[src/sv/rcwc_pkg.sv]
// Shared types, constants and codes for the RGB color window classifier.
`default_nettype none

package rcwc_pkg;

   localparam int RAW_W       = 16;
   localparam int BYTE_W      = 8;
   localparam int REF_W       = 24;
   localparam int MARGIN_W    = 8;
   localparam int OUT_NORM_W  = 10;
   localparam int CSR_INDEX_W = 3;
   localparam int CHANNELS    = 3;
   localparam int REM_W       = RAW_W + BYTE_W;
   // widest window bound: 255 * (256 + 255)
   localparam int BOUND_W     = 17;
   localparam int MAX_REFERENCES = 6;

   localparam int NUM_REFERENCES_DEF = 6;
   localparam int NORM_BITS_DEF      = 10;

   // floor(clear * 9 / 10) = (clear * DIV_RECIP) >> DIV_SHIFT, exact for 16-bit clear
   localparam int RECIP_W   = 23;
   localparam int DIV_SHIFT = 23;
   localparam logic [RECIP_W-1:0] DIV_RECIP = 23'd7549749;

   localparam logic [MARGIN_W-1:0] MARGIN_RESET = 8'd77;

   typedef logic [REF_W-1:0] ref_type;

   localparam ref_type REF_RESET [MAX_REFERENCES] = '{
      24'hAA4C33, 24'h827133, 24'h566C55, 24'h4B9644, 24'h2A6C91, 24'h4F6C61
   };

   typedef enum logic [CSR_INDEX_W-1:0] {
      REG_MARGIN = 3'd0,
      REG_ORANGE = 3'd1,
      REG_YELLOW = 3'd2,
      REG_WHITE  = 3'd3,
      REG_GREEN  = 3'd4,
      REG_BLUE   = 3'd5,
      REG_BLACK  = 3'd6
   } reg_index_type;

   typedef enum logic [2:0] {
      CLS_NONE   = 3'd0,
      CLS_ORANGE = 3'd1,
      CLS_YELLOW = 3'd2,
      CLS_WHITE  = 3'd3,
      CLS_GREEN  = 3'd4,
      CLS_BLUE   = 3'd5,
      CLS_BLACK  = 3'd6
   } class_type;

   localparam class_type CLASS_CODE [MAX_REFERENCES] = '{
      CLS_ORANGE, CLS_YELLOW, CLS_WHITE, CLS_GREEN, CLS_BLUE, CLS_BLACK
   };

   typedef struct packed {
      logic                valid;
      logic                zero;
      logic [CHANNELS-1:0] sat;
   } cell_ctl_type;

   typedef struct packed {
      class_type               color_class;
      logic [OUT_NORM_W-1:0]   norm_red;
      logic [OUT_NORM_W-1:0]   norm_green;
      logic [OUT_NORM_W-1:0]   norm_blue;
      logic                    zero_divisor;
   } rsp_word_type;

endpackage

`default_nettype wire

[src/sv/rcwc_match.sv]
// Window test of the normalized channels against the reference colors, in priority order.
`default_nettype none

module rcwc_match #(
   parameter int NUM_REFERENCES = rcwc_pkg::NUM_REFERENCES_DEF,
   parameter int NORM_BITS      = rcwc_pkg::NORM_BITS_DEF
) (
   input  logic [NORM_BITS-1:0]          norm [rcwc_pkg::CHANNELS],
   input  logic [rcwc_pkg::BOUND_W-1:0]  bound_lo [NUM_REFERENCES][rcwc_pkg::CHANNELS],
   input  logic [rcwc_pkg::BOUND_W-1:0]  bound_hi [NUM_REFERENCES][rcwc_pkg::CHANNELS],
   output rcwc_pkg::class_type           color_class
);
   import rcwc_pkg::*;

   localparam int CW = NORM_BITS + BYTE_W;

   logic [CW-1:0]             scaled [CHANNELS];
   logic [NUM_REFERENCES-1:0] hit;

   always_comb begin
      for (int c = 0; c < CHANNELS; c++) begin
         scaled[c] = {norm[c], {BYTE_W{1'b0}}};
      end
      for (int i = 0; i < NUM_REFERENCES; i++) begin
         hit[i] = 1'b1;
         for (int c = 0; c < CHANNELS; c++) begin
            if (CW'(bound_lo[i][c]) > scaled[c] || scaled[c] > CW'(bound_hi[i][c])) begin
               hit[i] = 1'b0;
            end
         end
      end
   end

   // lowest index wins
   always_comb begin
      color_class = CLS_NONE;
      for (int i = NUM_REFERENCES - 1; i >= 0; i--) begin
         if (hit[i]) begin
            color_class = CLASS_CODE[i];
         end
      end
   end

endmodule

`default_nettype wire

[config.mk]
export PLATFORM = sky130hd
export DESIGN_NAME = rcwc_match
export DESIGN_NICKNAME = d
export VERILOG_FILES = /design/src/sv/rcwc_pkg.sv /design/src/sv/rcwc_match.sv
export SDC_FILE = /design/constraint.sdc
export NUM_CORES = 1
export LEC_CHECK = 0
export BUFFER_PORTS_ARGS = -buffer_cell sky130_fd_sc_hd__buf_2
export CORE_AREA = 2 2 250 252
export DETAILED_ROUTE_END_ITERATION = 6
export DIE_AREA = 0 0 252 254
export GPL_ROUTABILITY_DRIVEN = 0
export GPL_TIMING_DRIVEN = 0
export PLACE_DENSITY = 0.46
export SYNTH_ARGS = -nofsm -noshare
export SYNTH_HDL_FRONTEND = slang
export SYNTH_SLANG_ARGS = --single-unit
export TNS_END_PERCENT = 20
[constraint.sdc]
create_clock -name vclk -period 2.5
set_input_delay 0.25 -clock vclk [all_inputs]
set_output_delay 0.25 -clock vclk [all_outputs]
set_load 0.005 [all_outputs]
==> run summary <==
Io pins -> 645
Port Buffer Count -> 643
FMAX -> 0.3207 GHz
Failing checks -> setup timing
Number of max-cap violations -> 0
Core area -> 61260 sq um
Global-route wire length before repair -> 72.93 mm
Largest net degree at the start of global routing -> 13
DRC violation total after the first TritonRoute iteration -> 340
FF+latch count -> 0
IR drop worst, VDD -> 0.07835 mV
Number of synthesis warnings -> 0
Minimum setup slack in the final design -> -0.6184 ns
Critical path data arrival time -> 2.87 ns
Number of setup violations in the final report -> 3
Average footprint of a synthesized cell -> 7.651 sq um
Total number of vias -> 11630
Worst relative slew slack -> 37.66%
# fillers -> 6904
Leakage -> 7.583 nW
Run status -> finished, violations left
Post-route design area -> 14210 sq um
Global route total overflow -> 0
Total of hold buffers inserted after clock tree synthesis -> 0
Final number of max-transition violations -> 0
P&R area growth vs syn -> 63.38%
Antenna violations before repair -> 13
Placement-stage worst setup slack -> -1.162 ns
DP Cell Count -> 2572
Unrepaired setup endpoints after global routing -> true
Vias per std cell -> 4.410
Worst Setup End Kind -> output port
Drt wl/cell -> 19.58 microns
Antenna-violating nets left -> 0
Critical Path, Cell by Cell -> buf_8 -> clkinvlp_4 -> buf_4 -> buf_6 -> ha_4 -> and4_4 -> nand4_1 -> o21ai_2 -> a21oi_4 -> a2111oi_4 -> buf_4 -> a21oi_1 -> nor2b_1 -> nor4_2 -> buf_4
Post-layout util -> 23.20%
Maximum fanout along the worst path -> 7
Worst Hold Class -> input pin to output port
Clock period minus final worst setup slack -> 3.118 ns
Number of global-route vias before repair -> 12440
DRC violation count after routing -> 0
Largest stage delay on the critical path -> 0.26 ns
Required time of the critical path -> 2.25 ns
Total iterations of the first detailed-routing run -> 4
Die area -> 64010 sq um
Post-Layout Cell Count -> 2636
Detailed Place HPWL -> 47.24 mm
Post-synthesis instance total -> 1137
Starting density of the core -> 14.20%
Net count, final -> 2807
Combined global-route utilization of all metal layers -> 15.15%
Dominant cell type by count on the critical path -> buf_4
Sequential fraction of the synthesis area -> 0%
Chip Width -> 252 microns
Highest-delay cell along the critical path -> ha_4
Fin crit share -> 124.7%
DIE HEIGHT -> 254 microns
Synth unique cells -> 60
Tightest Pin Transition -> 0.9350 ns
Row Count -> 91
Startpoint types -> input pin
Area after DPL -> 12930 sq um
Final routed wirelength across all metal layers -> 51.62 mm
Cell area after synthesis -> 8700 sq um
Layout clock buffer count -> 0
Crit Path Category -> input pin to output port
Nets in the synthesized netlist -> 2103
Final Hold Vio Count -> 0
Layout cells sized above 1 -> 44.26%
Power Density -> 158.3 nW/um^2
Total area of sequential cells -> 0 sq um
[critical path: cells and delay by family]
| family | cells | cell delay [ns] |
|---|---|---|
| and+or+nand+nor | 4 | 0.78 |
| buffers and inverters | 6 | 0.96 |
| adders and majority gates | 1 | 0.26 |
| AOI/OAI and AO/OA | 4 | 0.60 |
[synthesized netlist by cell type (all sizes together) (4+ instances only)]
cell / number / area share (%)
a21o: 37 / 3.2
or4: 17 / 1.5
a21oi: 66 / 3.8
nand4: 54 / 3.9
nand4b: 14 / 1.4
nand2b: 12 / 0.86
a211o: 5 / 0.53
nand3: 22 / 1.3
nor2b: 18 / 1.3
inv: 220 / 9.5
o221ai: 4 / 0.40
nor3: 35 / 2.0
ha: 324 / 47
and4: 10 / 1.0
clkbuf: 4 / 0.17
a2111oi: 15 / 2.0
nor2: 52 / 2.2
o21a: 5 / 0.43
a211oi: 38 / 3.3
nand2: 20 / 0.86
nor4b: 14 / 1.4
o41ai: 4 / 0.40
o21ai: 47 / 2.7
nor4: 56 / 4.6
o211ai: 10 / 0.86
o21bai: 4 / 0.35
[through the flow]
stage                     hold slack, ns  total power (W)  setup TNS [ns]
after detailed placement           1.290         0.002010          -3.315
after CTS                          1.313         0.002232          -1.535
after floorplan                   0.8549        0.0009610               0
after global routing               1.367         0.002532          -2.042
after global placement             1.263         0.001934          -5.243
final                              1.251         0.002250          -1.696
[power breakdown]
part	leakage (nW)	internal, W	switching, W	total, W
logic	7.58	0.00108	0.00117	0.00225
registers	0	0	0	0
clock network	0.0000459	0.000000000425	0	0.000000000425
[cells by family (layout without fill, tap and decap cells)]
| family | after synthesis | count (layout) | synth area share (%) |
|---|---|---|---|
| buffers and inverters | 225 | 927 | 9.794 |
| adder cells (fa/ha/maj) | 324 | 324 | 46.60 |
| AO/OA/AOI/OAI | 254 | 254 | 20.29 |
| multiplexers | 2 | 2 | 0.2301 |
| AND/OR/NAND/NOR | 332 | 332 | 23.08 |
| other | 0 | 7 | 0 |
[layout make-up]
class	count	area [sq um]	share of cell area [%]
Multi-Input combinational cell	912	8399	59.09
Timing Repair Buffer	702	3877	27.28
Tap cell	790	988.4	6.954
Inverter	220	900.9	6.338
Buffer	5	30.03	0.2113
Antenna cell	7	17.52	0.1232
[routing by layer]
layer	global-route usage (%)	vias up	wire length, microns
met5	0	-	40
met4	5.765	6	2379
met3	2.212	99	3144
met2	29.04	489	26120
met1	16.70	5302	19940
li1	-	5729	-
[placed cells by master (no fill, tap or decap), types with 4 or more instances in the layout]
cell	netlist	layout
o21ai_0	40	38
nor2_1	52	52
and4_1	10	7
clkinvlp_4	0	20
buf_12	0	9
a211oi_1	37	32
a2111oi_4	2	5
buf_6	1	12
nor4_2	5	10
o211ai_1	10	10
nor4b_1	14	14
o21ai_1	7	8
nor2b_1	17	17
nor4_4	1	7
inv_1	219	197
a21oi_1	66	62
or4_1	17	15
a21o_1	35	35
nand2b_1	12	12
nor4_1	50	39
ha_1	324	313
nand4b_1	14	14
a211oi_2	1	6
nand4_1	54	54
ha_4	0	11
a2111oi_2	1	5
buf_2	0	621
a2111oi_0	12	4
nand2_1	20	18
buf_4	0	59
nand3_1	22	21
o21a_1	5	4
diode_2	0	7
nor3_1	35	32
o21bai_1	4	4
[final timing paths]
path | startpoint | end | cells after the start
max | norm[3] | color_class[2] | 15
min | bound_hi[103] | color_class[0] | 8
[repair_timing]
| item | 4_1_cts | 5_1_grt |
|---|---|---|
| setup endpoints to repair | 3 | 3 |
| pin swaps | 32 | 10 |
| setup buffers | 46 | 11 |
| resized for setup | 137 | 21 |
| hold endpoints to repair | 0 | 0 |
(Power assumes the default switching activity.)
