### src/sv/rcwc_pkg.sv
// Shared types, constants and codes for the RGB color window classifier.
`default_nettype none

package rcwc_pkg;

   localparam int RAW_W       = 16;
   localparam int BYTE_W      = 8;
   localparam int REF_W       = 24;
   localparam int MARGIN_W    = 8;
   localparam int OUT_NORM_W  = 10;
   localparam int CSR_INDEX_W = 3;
   localparam int CHANNELS    = 3;
   localparam int REM_W       = RAW_W + BYTE_W;
   // widest window bound: 255 * (256 + 255)
   localparam int BOUND_W     = 17;
   localparam int MAX_REFERENCES = 6;

   localparam int NUM_REFERENCES_DEF = 6;
   localparam int NORM_BITS_DEF      = 10;

   // floor(clear * 9 / 10) = (clear * DIV_RECIP) >> DIV_SHIFT, exact for 16-bit clear
   localparam int RECIP_W   = 23;
   localparam int DIV_SHIFT = 23;
   localparam logic [RECIP_W-1:0] DIV_RECIP = 23'd7549749;

   localparam logic [MARGIN_W-1:0] MARGIN_RESET = 8'd77;

   typedef logic [REF_W-1:0] ref_type;

   localparam ref_type REF_RESET [MAX_REFERENCES] = '{
      24'hAA4C33, 24'h827133, 24'h566C55, 24'h4B9644, 24'h2A6C91, 24'h4F6C61
   };

   typedef enum logic [CSR_INDEX_W-1:0] {
      REG_MARGIN = 3'd0,
      REG_ORANGE = 3'd1,
      REG_YELLOW = 3'd2,
      REG_WHITE  = 3'd3,
      REG_GREEN  = 3'd4,
      REG_BLUE   = 3'd5,
      REG_BLACK  = 3'd6
   } reg_index_type;

   typedef enum logic [2:0] {
      CLS_NONE   = 3'd0,
      CLS_ORANGE = 3'd1,
      CLS_YELLOW = 3'd2,
      CLS_WHITE  = 3'd3,
      CLS_GREEN  = 3'd4,
      CLS_BLUE   = 3'd5,
      CLS_BLACK  = 3'd6
   } class_type;

   localparam class_type CLASS_CODE [MAX_REFERENCES] = '{
      CLS_ORANGE, CLS_YELLOW, CLS_WHITE, CLS_GREEN, CLS_BLUE, CLS_BLACK
   };

   typedef struct packed {
      logic                valid;
      logic                zero;
      logic [CHANNELS-1:0] sat;
   } cell_ctl_type;

   typedef struct packed {
      class_type               color_class;
      logic [OUT_NORM_W-1:0]   norm_red;
      logic [OUT_NORM_W-1:0]   norm_green;
      logic [OUT_NORM_W-1:0]   norm_blue;
      logic                    zero_divisor;
   } rsp_word_type;

endpackage

`default_nettype wire

### src/sv/rcwc_div_cell.sv
// One divider cell: resolves one quotient bit for all three color lanes.
`default_nettype none

module rcwc_div_cell #(
   parameter int NORM_BITS = rcwc_pkg::NORM_BITS_DEF,
   parameter int STEP      = 0
) (
   input  logic                          clock,
   input  logic                          reset,
   input  logic                          advance,
   input  rcwc_pkg::cell_ctl_type        up_ctl,
   input  logic [rcwc_pkg::RAW_W-1:0]    up_divisor,
   input  logic [rcwc_pkg::REM_W-1:0]    up_rem [rcwc_pkg::CHANNELS],
   input  logic [NORM_BITS-1:0]          up_quot [rcwc_pkg::CHANNELS],
   output rcwc_pkg::cell_ctl_type        dn_ctl,
   output logic [rcwc_pkg::RAW_W-1:0]    dn_divisor,
   output logic [rcwc_pkg::REM_W-1:0]    dn_rem [rcwc_pkg::CHANNELS],
   output logic [NORM_BITS-1:0]          dn_quot [rcwc_pkg::CHANNELS]
);
   import rcwc_pkg::*;

   localparam int SHW = RAW_W + NORM_BITS;

   logic [SHW-1:0]       shifted_div;
   logic [SHW-1:0]       rem_ext [CHANNELS];
   logic [SHW-1:0]       diff    [CHANNELS];
   logic [CHANNELS-1:0]  take;

   cell_ctl_type         ctl_ff;
   logic [RAW_W-1:0]     divisor_ff;
   logic [REM_W-1:0]     rem_ff  [CHANNELS];
   logic [REM_W-1:0]     rem_in  [CHANNELS];
   logic [NORM_BITS-1:0] quot_ff [CHANNELS];
   logic [NORM_BITS-1:0] quot_in [CHANNELS];

   always_comb begin
      shifted_div = SHW'(up_divisor) << STEP;
      for (int c = 0; c < CHANNELS; c++) begin
         rem_ext[c] = SHW'(up_rem[c]);
         take[c]    = rem_ext[c] >= shifted_div;
         diff[c]    = rem_ext[c] - shifted_div;
         rem_in[c]  = take[c] ? REM_W'(diff[c]) : up_rem[c];
         quot_in[c] = up_quot[c];
         quot_in[c][STEP] = take[c];
      end
   end

   always_ff @(posedge clock) begin
      if (reset) begin
         ctl_ff <= '0;
      end else if (advance) begin
         ctl_ff <= up_ctl;
      end
   end

   always_ff @(posedge clock) begin
      if (advance) begin
         divisor_ff <= up_divisor;
         rem_ff     <= rem_in;
         quot_ff    <= quot_in;
      end
   end

   assign dn_ctl     = ctl_ff;
   assign dn_divisor = divisor_ff;
   assign dn_rem     = rem_ff;
   assign dn_quot    = quot_ff;

endmodule

`default_nettype wire

### config.mk
export PLATFORM = sky130hd
export DESIGN_NAME = rcwc_div_cell
export DESIGN_NICKNAME = d
export VERILOG_FILES = /design/src/sv/rcwc_pkg.sv /design/src/sv/rcwc_div_cell.sv
export SDC_FILE = /design/constraint.sdc
export NUM_CORES = 1
export LEC_CHECK = 0
export BUFFER_PORTS_ARGS = -buffer_cell sky130_fd_sc_hd__buf_2
export CORE_MARGIN = 2
export CORE_UTILIZATION = 40
export CTS_CLUSTER_SIZE = 14
export DETAILED_ROUTE_END_ITERATION = 7
export PLACE_DENSITY_LB_ADDON = 0.3
export SETUP_SLACK_MARGIN = 0.1
export SKIP_LAST_GASP = 1
export SYNTH_ARGS = -nofsm -noshare
export SYNTH_HDL_FRONTEND = slang
export SYNTH_SLANG_ARGS = --single-unit
### constraint.sdc
create_clock -name clock -period 2.8 [get_ports clock]
set_input_delay 0.42 -clock clock [delete_from_list [all_inputs] [get_ports clock]]
set_output_delay 0.42 -clock clock [all_outputs]
set_load 0.02 [all_outputs]
==> impl_metrics.py <==
metrics = {
    "critical_path": {
        "cp-start-kind": "primary input",
        "critPathMaxFanout": 6,
        "cp-end-kind": "flip-flop",
        "ff2ff_setup_slack_ns": 2.21,
        "timing.setup.critical_path_class": "in2reg",
        "cp.arrival_ns": 2.77,
        "crit-reg2reg-launch": "dn_ctl[0]",
        "reg2regPathDepth": 2,
        "cp.required_ns": 2.96,
        "r2r-end": "dn_ctl[0]",
    },
    "floorplan": {
        "ios": 249,
        "die_x_um": 141,
        "die_area_um2": 19800,
        "initial_utilization": 0.405,
        "rows": 50,
        "core_area_um2": 18500,
        "die_h_um": 141,
    },
    "route": {
        "drtIter0Drc": 454,
        "drt_pre_antenna_iters": 5,
        "wl_per_cell_um": 16.6,
        "route.detailed.drc": 0,
        "vias": 6826,
        "finalWirelength_mm": 21.9,
        "drtAntennaViolNets": 0,
        "viasPerCell": 5.17,
    },
    "finish": {
        "multi_input_area_um2": 3680,
        "nFillCells": 1648,
        "final_util": 0.570,
        "final_common_cell": "buf_2",
        "layoutNonFillerInstCount": 1320,
        "final_cell_mix": "buf_2 (244), buf_4 (123), edfxtp_1 (118), nor2_1 (82), a21oi_1 (63)",
        "drive_gt1_frac": 0.407,
        "area_growth_pct": 40.8,
        "fin_nets": 1248,
        "area.sequential_um2": 3640,
    },
    "clocking": {
        "cts.htree.levels": 4,
        "cts_buffer_depth": 2,
        "cts_tree": "built",
        "clkTransAtPathRegs_ns": 0.06,
        "clk_latency_ns": 0.42,
        "cts.sinks": 123,
        "cts-root-buf": "clkbuf_16",
        "ctsHoldBuffers": 0,
        "cts_buffers": 17,
    },
    "timing": {
        "max_slew_margin": 0.550,
        "finalHoldViolCount": 0,
        "rsz0062_at_grt": "false",
        "fin_crit_ns": 2.60,
        "tightest_slew_ns": 0.675,
        "setup_viol": 0,
        "fmax_mhz": 384,
        "fin_ws_ns": 0.197,
        "drv_slew": 0,
        "skew_ns": 0,
        "fin_crit_sh": 0.930,
        "tns_ns": 0,
    },
    "power": {
        "pwr-share-comb": 0.271,
        "internal_power_w": 0.00418,
        "switching_share": 0.319,
        "p_leak_nw": 4.72,
        "power_frac_seq": 0.379,
        "clkPwrFrac": 0.349,
        "peakVddDrop_v": 0.000376,
        "switchingPower_w": 0.00195,
        "p_per_area_nw_per_um2": 582,
    },
    "placed_design": {
        "finalWeightedCongestion": 0.906,
        "portBuffers": 245,
        "post-place-ws_ns": -0.268,
        "placedCellCount": 1286,
        "dpl.hpwl_mm": 17.4,
    },
    "yosys": {
        "syn_area_um2": 7490,
        "synth_nets": 884,
        "ys_seq_elements": 123,
        "synth_edf_count": 118,
        "synth.avg_cell_area_um2": 10.6,
        "synth_async_sr_flop_share": 0,
        "ys_types": 66,
        "synth.yosys.seq_area_share": 0.486,
        "synth_cells": 707,
        "ys_warn_count": 0,
        "ys.flop_type": "edfxtp_1",
    },
    "global_route": {
        "grt.total_usage": 0.215,
        "grt_pass1_wl_mm": 32.8,
        "antenna_found_initial": 3,
        "globalRouteOverflowTotal": 0,
        "grt_pass1_vias": 6257,
        "grt_start_max_net_pins": 52,
    },
    "worst_hold_path": {
        "whs_endpoint": "dn_quot[14]",
        "worstHoldStart": "up_quot[14]",
        "hold_path_class": "in2reg",
        "hold-path-cell-count": 1,
    },
    "status": {
        "status": "completed",
    },
    "run": {
        "cap_violations": 0,
    },
}
==> critical path: stages <==
cell and delay, ns:
buf_2 0.11, clkinvlp_4 0.15, buf_4 0.16, ha_1 0.37, a21oi_1 0.21, o21ai_0 0.14
o21a_1 0.14, a2111o_1 0.47, nor3b_1 0.21, nor4_2 0.28, xor2_1 0.11
==> what timing repair did <==
action | in CTS | in global routing
resized for setup | 0 | 2
setup buffers | 0 | 0
setup endpoints to repair | 0 | 2
==> metrics by stage <==
step                hold WS [ns]  cell area (µm²)  total power, W
detailed placement         0.480             9960         0.00403
finish                     0.175            10600         0.00614
CTS                        0.156            10500         0.00618
floorplan                  0.492             7600         0.00331
global route               0.156            10600         0.00641
global placement           0.469             9960         0.00401
==> power by group through the flow <==
stage	Clock, W	Combinational, W	Sequential (W)
after floorplan	0	0.000671	0.00264
after global placement	0	0.00164	0.00236
after detailed placement	0	0.00166	0.00237
after CTS	0.00218	0.00167	0.00233
after global routing	0.00226	0.00181	0.00235
final	0.00214	0.00167	0.00233
==> sequential cells by signal (all words and copies together), names as in the netlist <==
register	cells
dn_quot	30
dn_divisor	16
dn_ctl	5
dn_rem	72
==> worst max-delay path by stage <==
stage / startpoint / slack, ns / cells past startpoint / end
after global routing: up_divisor[6] / 0.10 / 11 / dn_rem[67]
after floorplan: up_divisor[8] / 0.08 / 10 / dn_rem[13]
after global placement: up_divisor[6] / -0.22 / 11 / dn_rem[67]
final: up_divisor[6] / 0.20 / 11 / dn_rem[67]
after CTS: up_divisor[6] / 0.17 / 11 / dn_rem[67]
after detailed placement: up_divisor[6] / -0.27 / 11 / dn_rem[67]
==> per-layer routing <==
metal | global-route usage | vias up | share of wire
met1 | 0.282 | 3177 | 0.44
li1 | - | 3377 | -
met5 | 0 | - | 0
met4 | 0.0705 | 0 | 0.022
met2 | 0.350 | 242 | 0.47
met3 | 0.0526 | 30 | 0.070
==> kinds of logic after synthesis <==
| group | after synthesis | share of synthesized area |
|---|---|---|
| and+or+nand+nor | 221 | 0.148 |
| xor gates and xnor gates | 54 | 0.0631 |
| AOI/OAI and AO/OA | 179 | 0.154 |
| muxes | 16 | 0.0247 |
| adders and majority gates | 51 | 0.0882 |
| buffers and inverters | 63 | 0.0352 |
| DFF | 123 | 0.486 |
==> Yosys cell counts, types with 12 or more instances <==
cell | instances | area (µm²)
edfxtp_1 | 118 | 3540
nor2_1 | 82 | 308
a21oi_1 | 63 | 315
ha_1 | 48 | 601
inv_1 | 37 | 139
nand2_1 | 35 | 131
o21ai_0 | 34 | 170
xnor2_1 | 29 | 254
xor2_1 | 25 | 219
clkbuf_1 | 16 | 60.1
nor3_1 | 14 | 70.1
nand4_1 | 13 | 81.3
nor4_1 | 12 | 75.1
o21a_1 | 12 | 90.1
==> cell type report <==
type | instances | share of cell area
diodes | 2 | 0.000474
clock buffers | 17 | 0.0403
clock inverters | 15 | 0.0141
inverters | 38 | 0.0141
multi-input cells | 521 | 0.349
flip-flops and latches | 123 | 0.345
well taps | 234 | 0.0278
repair buffers | 370 | 0.209
No activity file was read; power rests on OpenSTA's default activity.
